===== config.mk =====
export PLATFORM = sky130hd
export DESIGN_NAME = shef_ctrl
export DESIGN_NICKNAME = d
export VERILOG_FILES = /design/src/design/shef_pkg.sv /design/src/design/shef_ctrl.sv
export SDC_FILE = /design/constraint.sdc
export NUM_CORES = 1
export LEC_CHECK = 0
export BUFFER_PORTS_ARGS = -buffer_cell sky130_fd_sc_hd__buf_4
export CORE_MARGIN = 2
export CORE_UTILIZATION = 25
export CTS_BUF_LIST = sky130_fd_sc_hd__clkbuf_8
export DETAILED_ROUTE_END_ITERATION = 7
export GPL_TIMING_DRIVEN = 0
export HOLD_SLACK_MARGIN = 0.15
export SLEW_MARGIN = 30
export SYNTH_ARGS = -nofsm -noshare
export SYNTH_HDL_FRONTEND = slang
export SYNTH_SLANG_ARGS = --single-unit

===== constraint.sdc =====
create_clock -name clock -period 7.61 [get_ports clock]
set_clock_uncertainty 0.15 [all_clocks]
set_input_delay 1.1415 -clock clock [delete_from_list [all_inputs] [get_ports clock]]
set_output_delay 1.1415 -clock clock [all_outputs]
set_load 0.05 [all_outputs]

===== src/design/shef_pkg.sv =====
// ----------------------------------------------------------------------------
// shef_pkg
// Shared types and constants of the Sobel horizontal edge filter.
// ----------------------------------------------------------------------------
package shef_pkg;

   localparam int DEFAULT_MAX_WIDTH  = 512;
   localparam int DEFAULT_MAX_HEIGHT = 512;
   localparam int DIM_RESET          = 512;
   localparam int CSR_DATA_WIDTH     = 10;
   localparam int PIXEL_WIDTH        = 8;
   localparam int PIXEL_MAX          = 255;

   typedef enum logic {
      OP_PIXEL = 1'b0,
      OP_DRAIN = 1'b1
   } op_type;

   localparam logic REG_FRAME_WIDTH  = 1'b0;
   localparam logic REG_FRAME_HEIGHT = 1'b1;

   typedef struct packed {
      logic live;
      logic emit;
      logic interior;
      logic last;
   } item_type;

   typedef struct packed {
      logic                   en;
      logic [PIXEL_WIDTH-1:0] older_data;
      logic [PIXEL_WIDTH-1:0] newer_data;
   } wr_type;

endpackage


===== src/design/shef_ctrl.sv =====
// ----------------------------------------------------------------------------
// shef_ctrl
// Frame size registers, input and output position counters and the per-item
// decision taken when an item is accepted.
// ----------------------------------------------------------------------------
module shef_ctrl #(
   parameter int MAX_WIDTH  = shef_pkg::DEFAULT_MAX_WIDTH,
   parameter int MAX_HEIGHT = shef_pkg::DEFAULT_MAX_HEIGHT
) (
   input  logic                                    clock,
   input  logic                                    reset,
   input  logic                                    csr_write_enable,
   input  logic                                    csr_index,
   input  logic [shef_pkg::CSR_DATA_WIDTH-1:0]     csr_write_data,
   input  logic                                    accept,
   input  logic                                    op,
   output shef_pkg::item_type                      item,
   output logic [$clog2(MAX_WIDTH)-1:0]            column
);
   import shef_pkg::*;

   localparam int DW = $clog2(MAX_WIDTH + 1);
   localparam int RW = $clog2(MAX_HEIGHT + 1);
   localparam int CW = $clog2(MAX_WIDTH);
   localparam int RESET_W = (DIM_RESET > MAX_WIDTH) ? MAX_WIDTH : DIM_RESET;
   localparam int RESET_H = (DIM_RESET > MAX_HEIGHT) ? MAX_HEIGHT : DIM_RESET;

   logic [DW-1:0] width_ff, width_in;
   logic [RW-1:0] height_ff, height_in;
   logic [DW-1:0] in_col_ff, in_col_in;
   logic [RW-1:0] in_row_ff, in_row_in;
   logic [DW-1:0] out_col_ff, out_col_in;
   logic [RW-1:0] out_row_ff, out_row_in;
   logic          frame_done;
   logic [31:0]   data_ext;
   logic [31:0]   width_clamp;
   logic [31:0]   height_clamp;

   assign data_ext = {{(32 - CSR_DATA_WIDTH){1'b0}}, csr_write_data};

   always_comb begin
      if (data_ext == 32'd0) begin
         width_clamp  = 32'd1;
         height_clamp = 32'd1;
      end else begin
         width_clamp  = (data_ext > 32'(MAX_WIDTH)) ? 32'(MAX_WIDTH) : data_ext;
         height_clamp = (data_ext > 32'(MAX_HEIGHT)) ? 32'(MAX_HEIGHT) : data_ext;
      end
   end

   assign frame_done = (in_row_ff >= height_ff);
   assign column     = in_col_ff[CW-1:0];

   always_comb begin
      item = '0;
      if (op == OP_DRAIN) begin
         item.emit = frame_done;
         item.last = frame_done && (out_row_ff == height_ff - RW'(1))
                     && (out_col_ff == width_ff - DW'(1));
      end else begin
         item.live     = !frame_done;
         item.emit     = !frame_done && ((in_row_ff >= RW'(2))
                         || ((in_row_ff == RW'(1)) && (in_col_ff != '0)));
         item.interior = item.emit && (out_row_ff != '0)
                         && (out_row_ff + RW'(1) != height_ff)
                         && (out_col_ff != '0)
                         && (out_col_ff + DW'(1) != width_ff);
      end
   end

   always_comb begin
      width_in   = width_ff;
      height_in  = height_ff;
      in_col_in  = in_col_ff;
      in_row_in  = in_row_ff;
      out_col_in = out_col_ff;
      out_row_in = out_row_ff;
      if (csr_write_enable) begin
         unique case (csr_index)
            REG_FRAME_WIDTH:  width_in  = DW'(width_clamp);
            REG_FRAME_HEIGHT: height_in = RW'(height_clamp);
         endcase
         in_col_in  = '0;
         in_row_in  = '0;
         out_col_in = '0;
         out_row_in = '0;
      end else if (accept) begin
         if (item.live) begin
            if (in_col_ff + DW'(1) == width_ff) begin
               in_col_in = '0;
               in_row_in = in_row_ff + RW'(1);
            end else begin
               in_col_in = in_col_ff + DW'(1);
            end
         end
         if (item.emit) begin
            if (out_col_ff + DW'(1) == width_ff) begin
               out_col_in = '0;
               out_row_in = out_row_ff + RW'(1);
            end else begin
               out_col_in = out_col_ff + DW'(1);
            end
         end
         if (item.last) begin
            in_col_in  = '0;
            in_row_in  = '0;
            out_col_in = '0;
            out_row_in = '0;
         end
      end
   end

   always_ff @(posedge clock) begin
      if (reset) begin
         width_ff   <= DW'(RESET_W);
         height_ff  <= RW'(RESET_H);
         in_col_ff  <= '0;
         in_row_ff  <= '0;
         out_col_ff <= '0;
         out_row_ff <= '0;
      end else begin
         width_ff   <= width_in;
         height_ff  <= height_in;
         in_col_ff  <= in_col_in;
         in_row_ff  <= in_row_in;
         out_col_ff <= out_col_in;
         out_row_ff <= out_row_in;
      end
   end

endmodule


==> results.sh <==
export IMPL_run_status="finished clean"
export IMPL_post_synth_top_area_cell="dfxtp_1"
export IMPL_rows=50
export IMPL_critical_path_slowest_cell="or4_1"
export IMPL_worstSetupPathType="reg -> out"
export IMPL_async_flop_share_pct=0
export IMPL_worstPathBufferInverterCount=2
export IMPL_post_route_drc_count=0
export IMPL_yosys_warnings=0
export IMPL_groute_usage_overall_pct=13.6
export IMPL_tritoncts_clock_tree="yes"
export IMPL_final_period_minus_worst_setup_slack_ps=4700
export IMPL_p_int_uw=545
export IMPL_hold_viol=0
export IMPL_critPathTopFamily="simple AND/OR/NAND/NOR gates"
export IMPL_sw_share_pct=26.7
export IMPL_final_cells=907
export IMPL_overflow=0
export IMPL_clockRootBuffer="clkbuf_8"
export IMPL_vias=4574
export IMPL_layout_common_cells="60 x dfxtp_1, 51 x nand2_1, 47 x nor2_1"
export IMPL_coreArea_um2=18700
export IMPL_cts_repair_timing_setup_buffer_count=0
export IMPL_initial_antenna_violation_count=0
export IMPL_cts_buffer_depth=2
export IMPL_switching_power_uw=198
export IMPL_slew_at_the_pin_with_the_worst_max_slew_slack_ps=840
export IMPL_final_antenna_net_count=0
export IMPL_cts_htree_levels=3
export IMPL_final_period_utilization_pct=61.8
export IMPL_share_of_layout_cells_above_drive_strength_1_pct=11.9
export IMPL_synth_edf_count=0
export IMPL_worst_ep_arrival_time_ps=3410
export IMPL_worst_path_max_fanout=6
export IMPL_place_hpwl_um=10100
export IMPL_design_final_nets=705
export IMPL_critPathRequiredTime_ps=6320
export IMPL_power_static_leakage_uw=0.00196
export IMPL_synth_cells=630
export IMPL_placed_cells_incl_taps=891
export IMPL_critPathMaxStageDelay_ps=540
export IMPL_max_slew_margin_rel_pct=42.6
export IMPL_grt_max_degree=11
export IMPL_die_height_um=142
export IMPL_worst_skew_pair_late_latency_ps=370
export IMPL_area_growth_synth_to_final_pct=15.0
export IMPL_fmax_mhz=213
export IMPL_cellPowerDensity_nw_per_um2=136
export IMPL_final_core_util_pct=29.2
export IMPL_post_cts_resized_instances=0
export IMPL_clock_sinks=60
export IMPL_final_max_tran_viols=0
export IMPL_vias_per_cell=5.04
export IMPL_top_area_cells_in_the_synthesized_netlist="dfxtp_1 25%, ha_1 5.5%, xnor2_1 5.5%"
export IMPL_hold_buffers=0
export IMPL_timing_hold_worst_class="reg -> reg"
export IMPL_total_of_max_cap_violations=0
export IMPL_count_of_port_buffers_added_during_placement=27
export IMPL_die_extent_in_x_um=142
export IMPL_postSynthAreaPerCell_um2=7.55
export IMPL_detailedRoute_firstIterationViolations=295
export IMPL_critical_path_startpoint_category="flip-flop"
export IMPL_part_of_the_total_power_dissipated_in_the_clock_network_pct=44.1
export IMPL_cts_inserted_buffers=9
export IMPL_postSynthRegisterBits=60
export IMPL_synth_top_cell_area_share_pct=25.3
export IMPL_n_antenna_cell=0
export IMPL_comb_power_share_pct=12.5
export IMPL_boundaryPins=29
export IMPL_floorplan_die_area_um2=20100
export IMPL_place_congestion=0.849
export IMPL_floorplan_initialDensity_pct=25.4
export IMPL_seq_pwr_share_pct=43.4
export IMPL_fin_setup_tns_ps=0
export IMPL_fin_total_pwr_uw=743
export IMPL_post_synth_num_cell_types=67
export IMPL_syn_cell_area_um2=4760
export IMPL_drt_wirelength_per_cell_um=14.8
export IMPL_ys_flop_type="dfxtp_1"
export IMPL_worst_ir_drop_vdd_uv=62.3
export IMPL_rsz0062_at_grt="false"
export IMPL_endpoint_kind="primary output"
export IMPL_drt_pre_antenna_iters=4
export IMPL_seq_area_frac_synth_pct=25.3
export IMPL_synth_net_count=667
export IMPL_final_common_cell="dfxtp_1"
export IMPL_wl_um=13400
export IMPL_crit_path_cell_trace="inv_1 > ha_1 > xor2_1 > nand4_1 > or4_1 > or4_4 > nor4_4 > buf_4"
export IMPL_setup_viol_count_final=0
export IMPL_grt_pass1_vias=4134
export IMPL_clkTransAtPathRegs_ps=70
export IMPL_global_route_wire_length_before_repair_um=21800
==> power by group through the flow <==
| stage | Sequential [µW] | Combinational (µW) | Clock (µW) |
|---|---|---|---|
| finish | 322 | 92.5 | 328 |
| global route | 323 | 102 | 350 |
| CTS | 322 | 92.2 | 337 |
| detailed placement | 330 | 91.7 | 0 |
| global placement | 330 | 91.4 | 0 |
| floorplan | 328 | 64.6 | 0 |
==> worst min-delay path, cell delays in order, from the launching register on <==
cell     delay, ps
dfxtp_1        340
o21ai_0         80
a21oi_1         60
==> kinds of logic after synthesis <==
| family | Yosys count | synth area share, % |
|---|---|---|
| DFF | 60 | 25.3 |
| AOI/OAI and AO/OA | 139 | 19.2 |
| adders and majority gates | 21 | 5.52 |
| muxes | 4 | 0.894 |
| buffers and inverters | 82 | 7.73 |
| and+or+nand+nor | 266 | 30.7 |
| xor gates and xnor gates | 58 | 10.7 |
==> cells in the mapped netlist, types with 3 or more instances <==
master    instances
a211oi_1         10
or4_1             4
dfxtp_1          60
nand2_1          51
nor3_1           14
o211ai_1          8
a21oi_1          43
or4_4             3
or3_1            25
clkbuf_1         35
o41ai_1           6
a31oi_1           8
a211o_1           4
xnor2_1          30
o21ai_0          24
nor4_1           11
buf_2             6
ha_1             21
nor2b_1           3
nand3_1          42
a21o_1            4
nor2_1           47
inv_1            28
nor3b_1           8
xor2_1           28
and3_1            8
nand3b_1         14
o22ai_1           3
nand4_1          12
o21a_1            3
or2_2             6
nand2b_1          5
buf_4            10
==> path summary, 6_finish.rpt <==
check | from | endpoint | slack [ps] | cells past startpoint
hold / removal | in_row_ff[9] | in_row_ff[9] | 380 | 2
setup / recovery | height_ff[0] | item[0] | 2910 | 8
setup reg to reg | height_ff[0] | out_row_ff[8] | 3680 | 11
hold reg to reg | in_row_ff[9] | in_row_ff[9] | 380 | 2
==> through the flow <==
step | setup WS (ps) | hold slack, ps | cell area [µm²]
5_1_grt | 2770 | 403 | 5470
3_3_place_gp | 3140 | 359 | 5250
6_report | 2910 | 378 | 5470
4_1_cts | 2890 | 380 | 5470
2_1_floorplan | 3320 | 323 | 4760
3_5_place_dp | 3150 | 369 | 5250
==> metal layers <==
layer	GRT usage, %	wire [µm]
met1	18.6	6520
met2	20.9	6000
met3	3.27	550
met4	4.63	310
met5	0	0
==> sequential cells by signal (all words and copies together), names as in the netlist <==
signal	cells
width_ff	10
height_ff	10
in_row_ff	10
out_col_ff	10
in_col_ff	10
out_row_ff	10
==> final cells by class <==
cell class | count | area (µm²)
Sequential cell | 60 | 1200
Multi-Input combinational cell | 488 | 3190
Buffer | 53 | 259
Tap cell | 234 | 293
Timing Repair Buffer | 27 | 203
Clock inverter | 6 | 80.1
Inverter | 29 | 109
Clock buffer | 10 | 138
Fill cell | 2030 | 13200
(Power assumes the default switching activity.)
