`src/design/shef_pkg.sv`:
```
// ----------------------------------------------------------------------------
// shef_pkg
// Shared types and constants of the Sobel horizontal edge filter.
// ----------------------------------------------------------------------------
package shef_pkg;

   localparam int DEFAULT_MAX_WIDTH  = 512;
   localparam int DEFAULT_MAX_HEIGHT = 512;
   localparam int DIM_RESET          = 512;
   localparam int CSR_DATA_WIDTH     = 10;
   localparam int PIXEL_WIDTH        = 8;
   localparam int PIXEL_MAX          = 255;

   typedef enum logic {
      OP_PIXEL = 1'b0,
      OP_DRAIN = 1'b1
   } op_type;

   localparam logic REG_FRAME_WIDTH  = 1'b0;
   localparam logic REG_FRAME_HEIGHT = 1'b1;

   typedef struct packed {
      logic live;
      logic emit;
      logic interior;
      logic last;
   } item_type;

   typedef struct packed {
      logic                   en;
      logic [PIXEL_WIDTH-1:0] older_data;
      logic [PIXEL_WIDTH-1:0] newer_data;
   } wr_type;

endpackage

```
`src/design/shef_kernel.sv`:
```
// ----------------------------------------------------------------------------
// shef_kernel
// Item register, 3x3 window columns, gradient arithmetic with clamping and
// the result register.
// ----------------------------------------------------------------------------
module shef_kernel #(
   parameter int MAX_WIDTH = shef_pkg::DEFAULT_MAX_WIDTH
) (
   input  logic                                 clock,
   input  logic                                 reset,
   input  logic                                 accept,
   input  shef_pkg::item_type                   item,
   input  logic [$clog2(MAX_WIDTH)-1:0]         column,
   input  logic [shef_pkg::PIXEL_WIDTH-1:0]     pixel,
   input  logic [shef_pkg::PIXEL_WIDTH-1:0]     top,
   input  logic [shef_pkg::PIXEL_WIDTH-1:0]     mid,
   input  logic                                 rsp_ready,
   output logic                                 req_ready,
   output shef_pkg::wr_type                     wr,
   output logic [$clog2(MAX_WIDTH)-1:0]         wr_addr,
   output logic                                 rsp_valid,
   output logic [shef_pkg::PIXEL_WIDTH-1:0]     rsp_edge_value,
   output logic                                 rsp_frame_last
);
   import shef_pkg::*;

   localparam int CW = $clog2(MAX_WIDTH);

   logic                   s1_valid_ff, s1_valid_in;
   item_type               s1_item_ff;
   logic [CW-1:0]          s1_column_ff;
   logic [PIXEL_WIDTH-1:0] s1_pixel_ff;
   logic [PIXEL_WIDTH-1:0] win0_ff, win3_ff, win2_ff, win5_ff;
   logic                   rsp_valid_ff, rsp_valid_in;
   logic [PIXEL_WIDTH-1:0] edge_ff;
   logic                   last_ff;
   logic                   s1_go;
   logic                   s1_fire;
   logic [PIXEL_WIDTH+1:0] lower;
   logic [PIXEL_WIDTH+1:0] upper;
   logic signed [PIXEL_WIDTH+2:0] diff;
   logic [PIXEL_WIDTH-1:0] edge_in;

   assign s1_go     = !s1_item_ff.emit || !rsp_valid_ff || rsp_ready;
   assign s1_fire   = s1_valid_ff && s1_go;
   assign req_ready = !s1_valid_ff || s1_go;

   assign wr.en         = s1_fire && s1_item_ff.live;
   assign wr.older_data = mid;
   assign wr.newer_data = s1_pixel_ff;
   assign wr_addr       = s1_column_ff;

   assign lower = {2'b00, win2_ff} + {1'b0, win5_ff, 1'b0} + {2'b00, s1_pixel_ff};
   assign upper = {2'b00, win0_ff} + {1'b0, win3_ff, 1'b0} + {2'b00, top};
   assign diff  = $signed({1'b0, lower}) - $signed({1'b0, upper});

   always_comb begin
      if (!s1_item_ff.interior || diff < 0) begin
         edge_in = '0;
      end else if (diff > $signed((PIXEL_WIDTH + 3)'(PIXEL_MAX))) begin
         edge_in = PIXEL_WIDTH'(PIXEL_MAX);
      end else begin
         edge_in = diff[PIXEL_WIDTH-1:0];
      end
   end

   always_comb begin
      if (accept) begin
         s1_valid_in = 1'b1;
      end else if (s1_go) begin
         s1_valid_in = 1'b0;
      end else begin
         s1_valid_in = s1_valid_ff;
      end
      if (s1_fire && s1_item_ff.emit) begin
         rsp_valid_in = 1'b1;
      end else if (rsp_ready) begin
         rsp_valid_in = 1'b0;
      end else begin
         rsp_valid_in = rsp_valid_ff;
      end
   end

   always_ff @(posedge clock) begin
      if (reset) begin
         s1_valid_ff  <= 1'b0;
         s1_item_ff   <= '0;
         rsp_valid_ff <= 1'b0;
         win0_ff      <= '0;
         win3_ff      <= '0;
         win2_ff      <= '0;
         win5_ff      <= '0;
      end else begin
         s1_valid_ff  <= s1_valid_in;
         rsp_valid_ff <= rsp_valid_in;
         if (accept) begin
            s1_item_ff <= item;
         end
         if (wr.en) begin
            win0_ff <= win3_ff;
            win3_ff <= top;
            win2_ff <= win5_ff;
            win5_ff <= s1_pixel_ff;
         end
      end
   end

   always_ff @(posedge clock) begin
      if (accept) begin
         s1_column_ff <= column;
         s1_pixel_ff  <= pixel;
      end
      if (s1_fire && s1_item_ff.emit) begin
         edge_ff <= edge_in;
         last_ff <= s1_item_ff.last;
      end
   end

   assign rsp_valid      = rsp_valid_ff;
   assign rsp_edge_value = edge_ff;
   assign rsp_frame_last = last_ff;

endmodule

```
`config.mk`:
```
export PLATFORM = sky130hd
export DESIGN_NAME = shef_kernel
export DESIGN_NICKNAME = d
export VERILOG_FILES = /design/src/design/shef_pkg.sv /design/src/design/shef_kernel.sv
export SDC_FILE = /design/constraint.sdc
export NUM_CORES = 1
export LEC_CHECK = 0
export BUFFER_PORTS_ARGS = -buffer_cell sky130_fd_sc_hd__buf_2
export CORE_MARGIN = 4
export CORE_UTILIZATION = 52
export DETAILED_ROUTE_END_ITERATION = 7
export GPL_ROUTABILITY_DRIVEN = 0
export HOLD_SLACK_MARGIN = 0.15
export PLACE_DENSITY = 0.8
export SLEW_MARGIN = 10
export SYNTH_ARGS = -nofsm -noshare
export SYNTH_HDL_FRONTEND = slang
export SYNTH_SLANG_ARGS = --single-unit
```
`constraint.sdc`:
```
create_clock -name clock -period 8.16 [get_ports clock]
set_input_delay 0 -clock clock [delete_from_list [all_inputs] [get_ports clock]]
set_output_delay 0 -clock clock [all_outputs]
set_load 0.01 [all_outputs]
```
==> out/qor.txt, run 1 <==
Die Wd: 90.4 µm
Number of global-route vias before repair: 2855
Clock Skews: 0.0108 ns
Placed Area: 0.00384 mm²
First-pass GRT wire length: 13.3 mm
Cts bufs inserted: 9
Cts repair resizes: 0
Psw: 269 µW
Critical R2R Capture: rsp_edge_value[4]
Die ar.: 0.00818 mm²
WL final: 7.66 mm
Largest net degree at the start of global routing: 39
Endpoints failing setup: 0
Post-synth top area cell: edfxtp_1
Final WS setup: 4.22 ns
Top-count cell post-synth: inv_1
Initial Util: 54.7%
Iteration-0 DRC Markers: 149
Fin crit share: 48.2%
Core area: 0.00646 mm²
Area added between synthesis and finish: 26.7%
Hold EP: wr_addr[6]
Worst hold path class: in -> reg
Crit path arrival time: 4.01 ns
P_int: 646 µW
Die height: 90.4 µm
Synth async-reset ratio: 0%
Slew Limit Headroom: 34.4%
Placed wire-length estimate: 4.86 mm
CTS Hold Bufs: 39
Final Max Tran Viols: 0
Remaining DRCs: 0
CP Launch Type: flip-flop
Pre-CTS setup slack: 4.28 ns
Longest Clk Path Bufs: 2
Clock slew at reported path FFs: 0.08 ns
Worst hold margin: 0.163 ns
Post-layout net count: 536
Cells on worst reg2reg path: 13
Sw frac: 29.4%
Pwr Density: 205 mW/mm²
Initial antenna violation count: 0
Setup TNS: 0 ns
Register share of total power: 38.4%
Layout cells sized above 1: 18.4%
Crit. End Element: flip-flop
Status: complete, no violations
Design Area, Final: 0.00448 mm²
Diodes inserted: 0
Pre-antenna DRT Iters: 4
VDD IR max: 0.000211 V
Top cell type's share of synthesized area: 22.1%
Leak: 1.90 nW
Register area share after synthesis: 43.6%
Root Driver: clkbuf_8
Reg-to-reg slack, setup: 4.22 ns
Post-CTS setup buffers: 0
GRT Overall Usage: 20.0%
CTS tree: yes
Number of cell rows: 29
Via/cell ratio: 5.16
Num ports: 78
Synth warn: 0
Synthesized flop and latch total: 64
Worst EP required: 8.23 ns
Least-Margin Pin Slew: 0.983 ns
Setup CP Type: reg -> reg
Hold Path Stages: 1
Synthesized area per cell: 9.84 µm²
Syn Nets: 443
Clock Sinks: 64
FMAX: 254 MHz
I/O Buffers: 61
Post-DRT Antenna Nets: 0
Final hold viol count: 0
RSZ-0062 raised after global routing: false
Worst hold path startpoint: accept
Grt total ovfl: 0
Worst reg2reg path startpoint: s1_pixel_ff[0]
Clk Latency, worst-skew pair: 0.34 ns
Vias: 2753
Gate power share: 25.4%
DR WL/cell: 14.3 µm
Filler cell count: 475
Post-synth top cells: inv_1, nand2_1, a21oi_1
Worst-path maximum fanout: 8
Post-synth EDFFs: 26
Crit path time final: 3.94 ns
Ranking of synthesized cells by area: edfxtp_1, dfxtp_1, fa_1
Mapped Area: 0.00353 mm²
Netlist cell types: 33
H-tree Lvls: 3
Total of max-cap violations: 0
Syn Inst Count: 359
Ys flop type: dfxtp_1
Clock network fraction of design power: 36.2%
Placed cells: 479
Non-Filler Instances: 534
## metal layers
| layer | track usage (%) | up-vias | wire [µm] |
|---|---|---|---|
| met5 | 0 | - | 0 |
| met4 | 5.87 | 0 | 182 |
| met3 | 7.17 | 21 | 528 |
| met2 | 34.0 | 104 | 3890 |
| met1 | 23.9 | 1314 | 3060 |
| li1 | - | 1314 | - |
## through the flow
stage                     utilization [%]  power, mW
final                                69.3      0.915
after global routing                 69.3      0.965
after CTS                            69.3      0.913
after detailed placement             59.4      0.567
after global placement               59.4      0.561
after floorplan                         -      0.522
## worst max-delay path by stage
stage,start,cells past startpoint,endpoint,slack [ns]
after floorplan,s1_pixel_ff[0],13,rsp_edge_value[4],4.45
after global routing,s1_pixel_ff[0],13,rsp_edge_value[4],4.01
final,s1_pixel_ff[0],13,rsp_edge_value[4],4.22
after CTS,s1_pixel_ff[0],13,rsp_edge_value[4],4.23
after detailed placement,s1_pixel_ff[0],13,rsp_edge_value[4],4.28
after global placement,s1_pixel_ff[0],13,rsp_edge_value[4],4.40
## critical path: stages (launching register included)
cell and delay [ns]:
edfxtp_1 0.37, inv_1 0.07, fa_1 0.54, inv_1 0.06, fa_1 0.39, fa_1 0.52, ha_1 0.22, inv_1 0.07
fa_1 0.38, nand2b_1 0.17, a21oi_1 0.23, mux2i_1 0.14, a31oi_2 0.34, a41oi_1 0.18
## area by class of cell
class	instances	area, µm²	share of cell area [%]
timing repair buffer	101	703	15.7
clock inverter	5	85.1	1.90
inverter	71	267	5.95
tap	77	96.3	2.15
clock buffer	11	163	3.63
sequential	64	1540	34.4
multi-input combinational	205	1620	36.2
## sequential cells by signal, indices dropped and copies added (netlist names)
register / cells
rsp_edge_value: 8
rsp_frame_last: 1
rsp_valid: 1
s1_item_ff: 4
s1_pixel_ff: 8
s1_valid_ff: 1
win0_ff: 8
win2_ff: 8
win3_ff: 8
win5_ff: 8
wr_addr: 9
## cells by family (layout without fill, tap and decap cells)
family          count (synthesis)  count (layout)  share of synthesized area, %
simple gates                   90              90                          10.6
buf+inv                        90             188                          10.5
flops                          64              64                          43.6
compound gates                 62              62                          10.8
fa+ha+maj                      43              43                          21.8
xor+xnor                        5               5                          1.24
mux                             5               5                          1.42
## power by group through the flow
stage | sequential (mW) | clock, mW | combinational [mW]
after floorplan | 0.361 | 0 | 0.160
after global placement | 0.358 | 0 | 0.203
after detailed placement | 0.358 | 0 | 0.209
after CTS | 0.351 | 0.334 | 0.228
after global routing | 0.353 | 0.353 | 0.259
final | 0.351 | 0.332 | 0.232
## cell usage in the layout (no fill, tap or decap), types with 4 or more instances in the layout
| cell type | instances |
|---|---|
| a21oi_1 | 39 |
| ha_1 | 12 |
| nand2_1 | 68 |
| mux2i_1 | 5 |
| fa_1 | 31 |
| inv_1 | 71 |
| buf_2 | 61 |
| xor2_1 | 4 |
| edfxtp_1 | 26 |
| clkbuf_8 | 10 |
| nor2_1 | 9 |
| dlygate4sd3_1 | 39 |
| a31oi_1 | 6 |
| dfxtp_1 | 38 |
Power figures use the tool's default switching activity.
==> run 2: changes to the inputs <==
==> constraint.sdc (replaced) <==
create_clock -name clock -period 3.65 [get_ports clock]
set_input_delay 0 -clock clock [delete_from_list [all_inputs] [get_ports clock]]
set_output_delay 0 -clock clock [all_outputs]
set_load 0.01 [all_outputs]
==> run 2 against run 1 <==
Compared with the run above: the flow now finishes with violations (negative setup slack); clock-buffer cell count fell by 2; sequential power increased by 120%; worst hold slack improved by 0.011 ns; via count grew 2.0%; worst setup slack worse by 4.2 ns; clock power up 83%; total power grew 130%.
==> out/qor.txt, run 2 (synthesized netlist as in run 1, its figures left out) <==
WL final: 8.08 mm (was 7.66 mm)
Worst hold margin: 0.175 ns (was 0.163 ns)
Layout cells sized above 1: 26.3% (was 18.4%)
Cts bufs inserted: 9 (unchanged)
Reg-to-reg slack, setup: -0.01 ns (was 4.22 ns)
Number of global-route vias before repair: 2781 (was 2855)
CTS tree: yes (unchanged)
Clock slew at reported path FFs: 0.08 ns (about the same)
Remaining DRCs: 0 (unchanged)
Least-Margin Pin Slew: 1.04 ns (was 0.983 ns)
Post-DRT Antenna Nets: 0 (unchanged)
Largest net degree at the start of global routing: 39 (unchanged)
Placed wire-length estimate: 4.96 mm (was 4.86 mm)
Crit path arrival time: 3.74 ns (was 4.01 ns)
Commonest non-fill, non-tap cell in the layout: inv_1 (unchanged)
Clock Skews: 0.0117 ns (was 0.0108 ns)
H-tree Lvls: 3 (unchanged)
Failing checks: negative setup slack
Final hold viol count: 0 (unchanged)
Clk Latency, worst-skew pair: 0.35 ns (was 0.34 ns)
Die height: 90.4 µm (unchanged)
Grt total ovfl: 0 (unchanged)
Worst hold path class: in -> reg (unchanged)
Status: finished with violations (was complete, no violations)
Area added between synthesis and finish: 32.5% (was 26.7%)
Worst-path maximum fanout: 6 (was 8)
Worst reg2reg path startpoint: s1_pixel_ff[2] (was s1_pixel_ff[0])
GRT Overall Usage: 19.6% (was 20.0%)
First-pass GRT wire length: 12.9 mm (was 13.3 mm)
Num ports: 78 (unchanged)
Diodes inserted: 0 (unchanged)
Non-Filler Instances: 553 (was 534)
Crit. End Element: flip-flop (unchanged)
Longest Clk Path Bufs: 2 (unchanged)
Pre-antenna DRT Iters: 4 (unchanged)
Final WS setup: -0.0138 ns (was 4.22 ns)
Fin crit share: 100% (was 48.2%)
Setup TNS: -0.0438 ns (was 0 ns)
Core area: 0.00646 mm² (unchanged)
Most frequent cells in the layout: inv_1, nand2_1, buf_2 (unchanged)
Total of max-cap violations: 0 (unchanged)
Crit path time final: 3.66 ns (was 3.94 ns)
Launch point of the critical path: s1_pixel_ff[2] (was s1_pixel_ff[0])
Via/cell ratio: 5.08 (was 5.16)
Number of cell rows: 29 (unchanged)
Slew Limit Headroom: 30.8% (was 34.4%)
CP endpoint: rsp_edge_value[5] (was rsp_edge_value[4])
Largest register FFs: 9 (unchanged)
FMAX: 273 MHz (was 254 MHz)
VDD IR max: 0.000343 V (was 0.000211 V)
Root Driver: clkbuf_8 (unchanged)
Critical R2R Capture: rsp_edge_value[5] (was rsp_edge_value[4])
Endpoints failing setup: 5 (was 0)
Cells on worst reg2reg path: 9 (was 13)
Pwr Density: 444 mW/mm² (was 205 mW/mm²)
Final Max Tran Viols: 0 (unchanged)
CP Launch Type: flip-flop (unchanged)
Initial Util: 54.7% (unchanged)
Placed cells: 487 (was 479)
RSZ-0062 raised after global routing: true (was false)
I/O Buffers: 61 (unchanged)
Leak: 1.97 nW (was 1.90 nW)
Setup CP Type: reg -> reg (unchanged)
Clock Sinks: 64 (unchanged)
Initial antenna violation count: 0 (unchanged)
DR WL/cell: 14.6 µm (was 14.3 µm)
Vias: 2808 (was 2753)
Post-layout net count: 555 (was 536)
Die Wd: 90.4 µm (unchanged)
Die ar.: 0.00818 mm² (unchanged)
Worst EP required: 3.73 ns (was 8.23 ns)
Iteration-0 DRC Markers: 124 (was 149)
-- run 2: cell count changes in the layout (fill, tap and decap cells not counted), moves of 3 or more --
cell	change
a21oi_1	-3
ha_1	-6
fa_2	+3
buf_4	+18
ha_4	+4
dfxtp_1	-5
fa_1	-3
clkinv_2	+3
dfxtp_2	+5
-- run 2: worst min path at each step --
stage	start	end	slack, ns	depth (start not counted)
4_1_cts	reset	s1_item_ff[3]	0.16	2
3_3_place_gp	mid[4]	wr[12]	0.00007	0
6_report	reset	s1_item_ff[0]	0.17	2
5_1_grt	reset	rsp_valid	0.19	2
3_5_place_dp	mid[4]	wr[12]	0.00007	0
2_1_floorplan	mid[2]	wr[10]	0.09	1
-- run 2: where the power goes --
part	internal [mW]	switching, mW
combinational	0.328	0.358
sequential	0.771	0.0137
clock	0.315	0.291
total	1.41	0.663
-- run 2: layout make-up --
| class | count | area (µm²) |
|---|---|---|
| Clock buffer | 9 | 124 |
| Clock inverter | 7 | 70.1 |
| Fill cell | 436 | 1780 |
| Inverter | 71 | 267 |
| Multi-Input combinational cell | 205 | 1730 |
| Sequential cell | 64 | 1550 |
| Tap cell | 77 | 96.3 |
| Timing Repair Buffer | 120 | 848 |
-- run 2: metal layers --
metal  vias to the layer above  wire length [µm]  share of wire (%)  GRT usage (%)
met3                        18               534                6.6           6.42
met2                       101              4170                 52           33.4
met5                         -                 0                  0              0
li1                       1357                 -                  -              -
met4                         0               190                2.4           5.74
met1                      1332              3190                 39           23.8
-- run 2: repair_timing --
item,CTS,global route
hold endpoints to repair,56,0
setup buffers,2,8
resized for setup,1,19
hold buffers,40,0
setup endpoints to repair,8,8
pin swaps,2,20
-- run 2: worst max-delay path, cell delays in order, from the launching register on --
cell	delay [ns]
edfxtp_1	0.43
fa_1	0.54
fa_1	0.44
fa_2	0.58
ha_4	0.22
a211oi_2	0.30
o21ai_2	0.13
or3_4	0.36
a31oi_4	0.27
a31oi_1	0.12
-- run 2: through the flow --
stage | power (mW) | worst slack [ns] | util [%] | cell area, µm²
after global placement | 1.30 | 0.0262 | 60.8 | 3930
after floorplan | 1.19 | 0.0478 | - | 3560
after CTS | 1.98 | 0.0191 | 70.4 | 4550
after global routing | 2.19 | -0.133 | 72.5 | 4680
after detailed placement | 1.32 | -0.0366 | 60.8 | 3930
final | 2.08 | -0.0138 | 72.5 | 4680
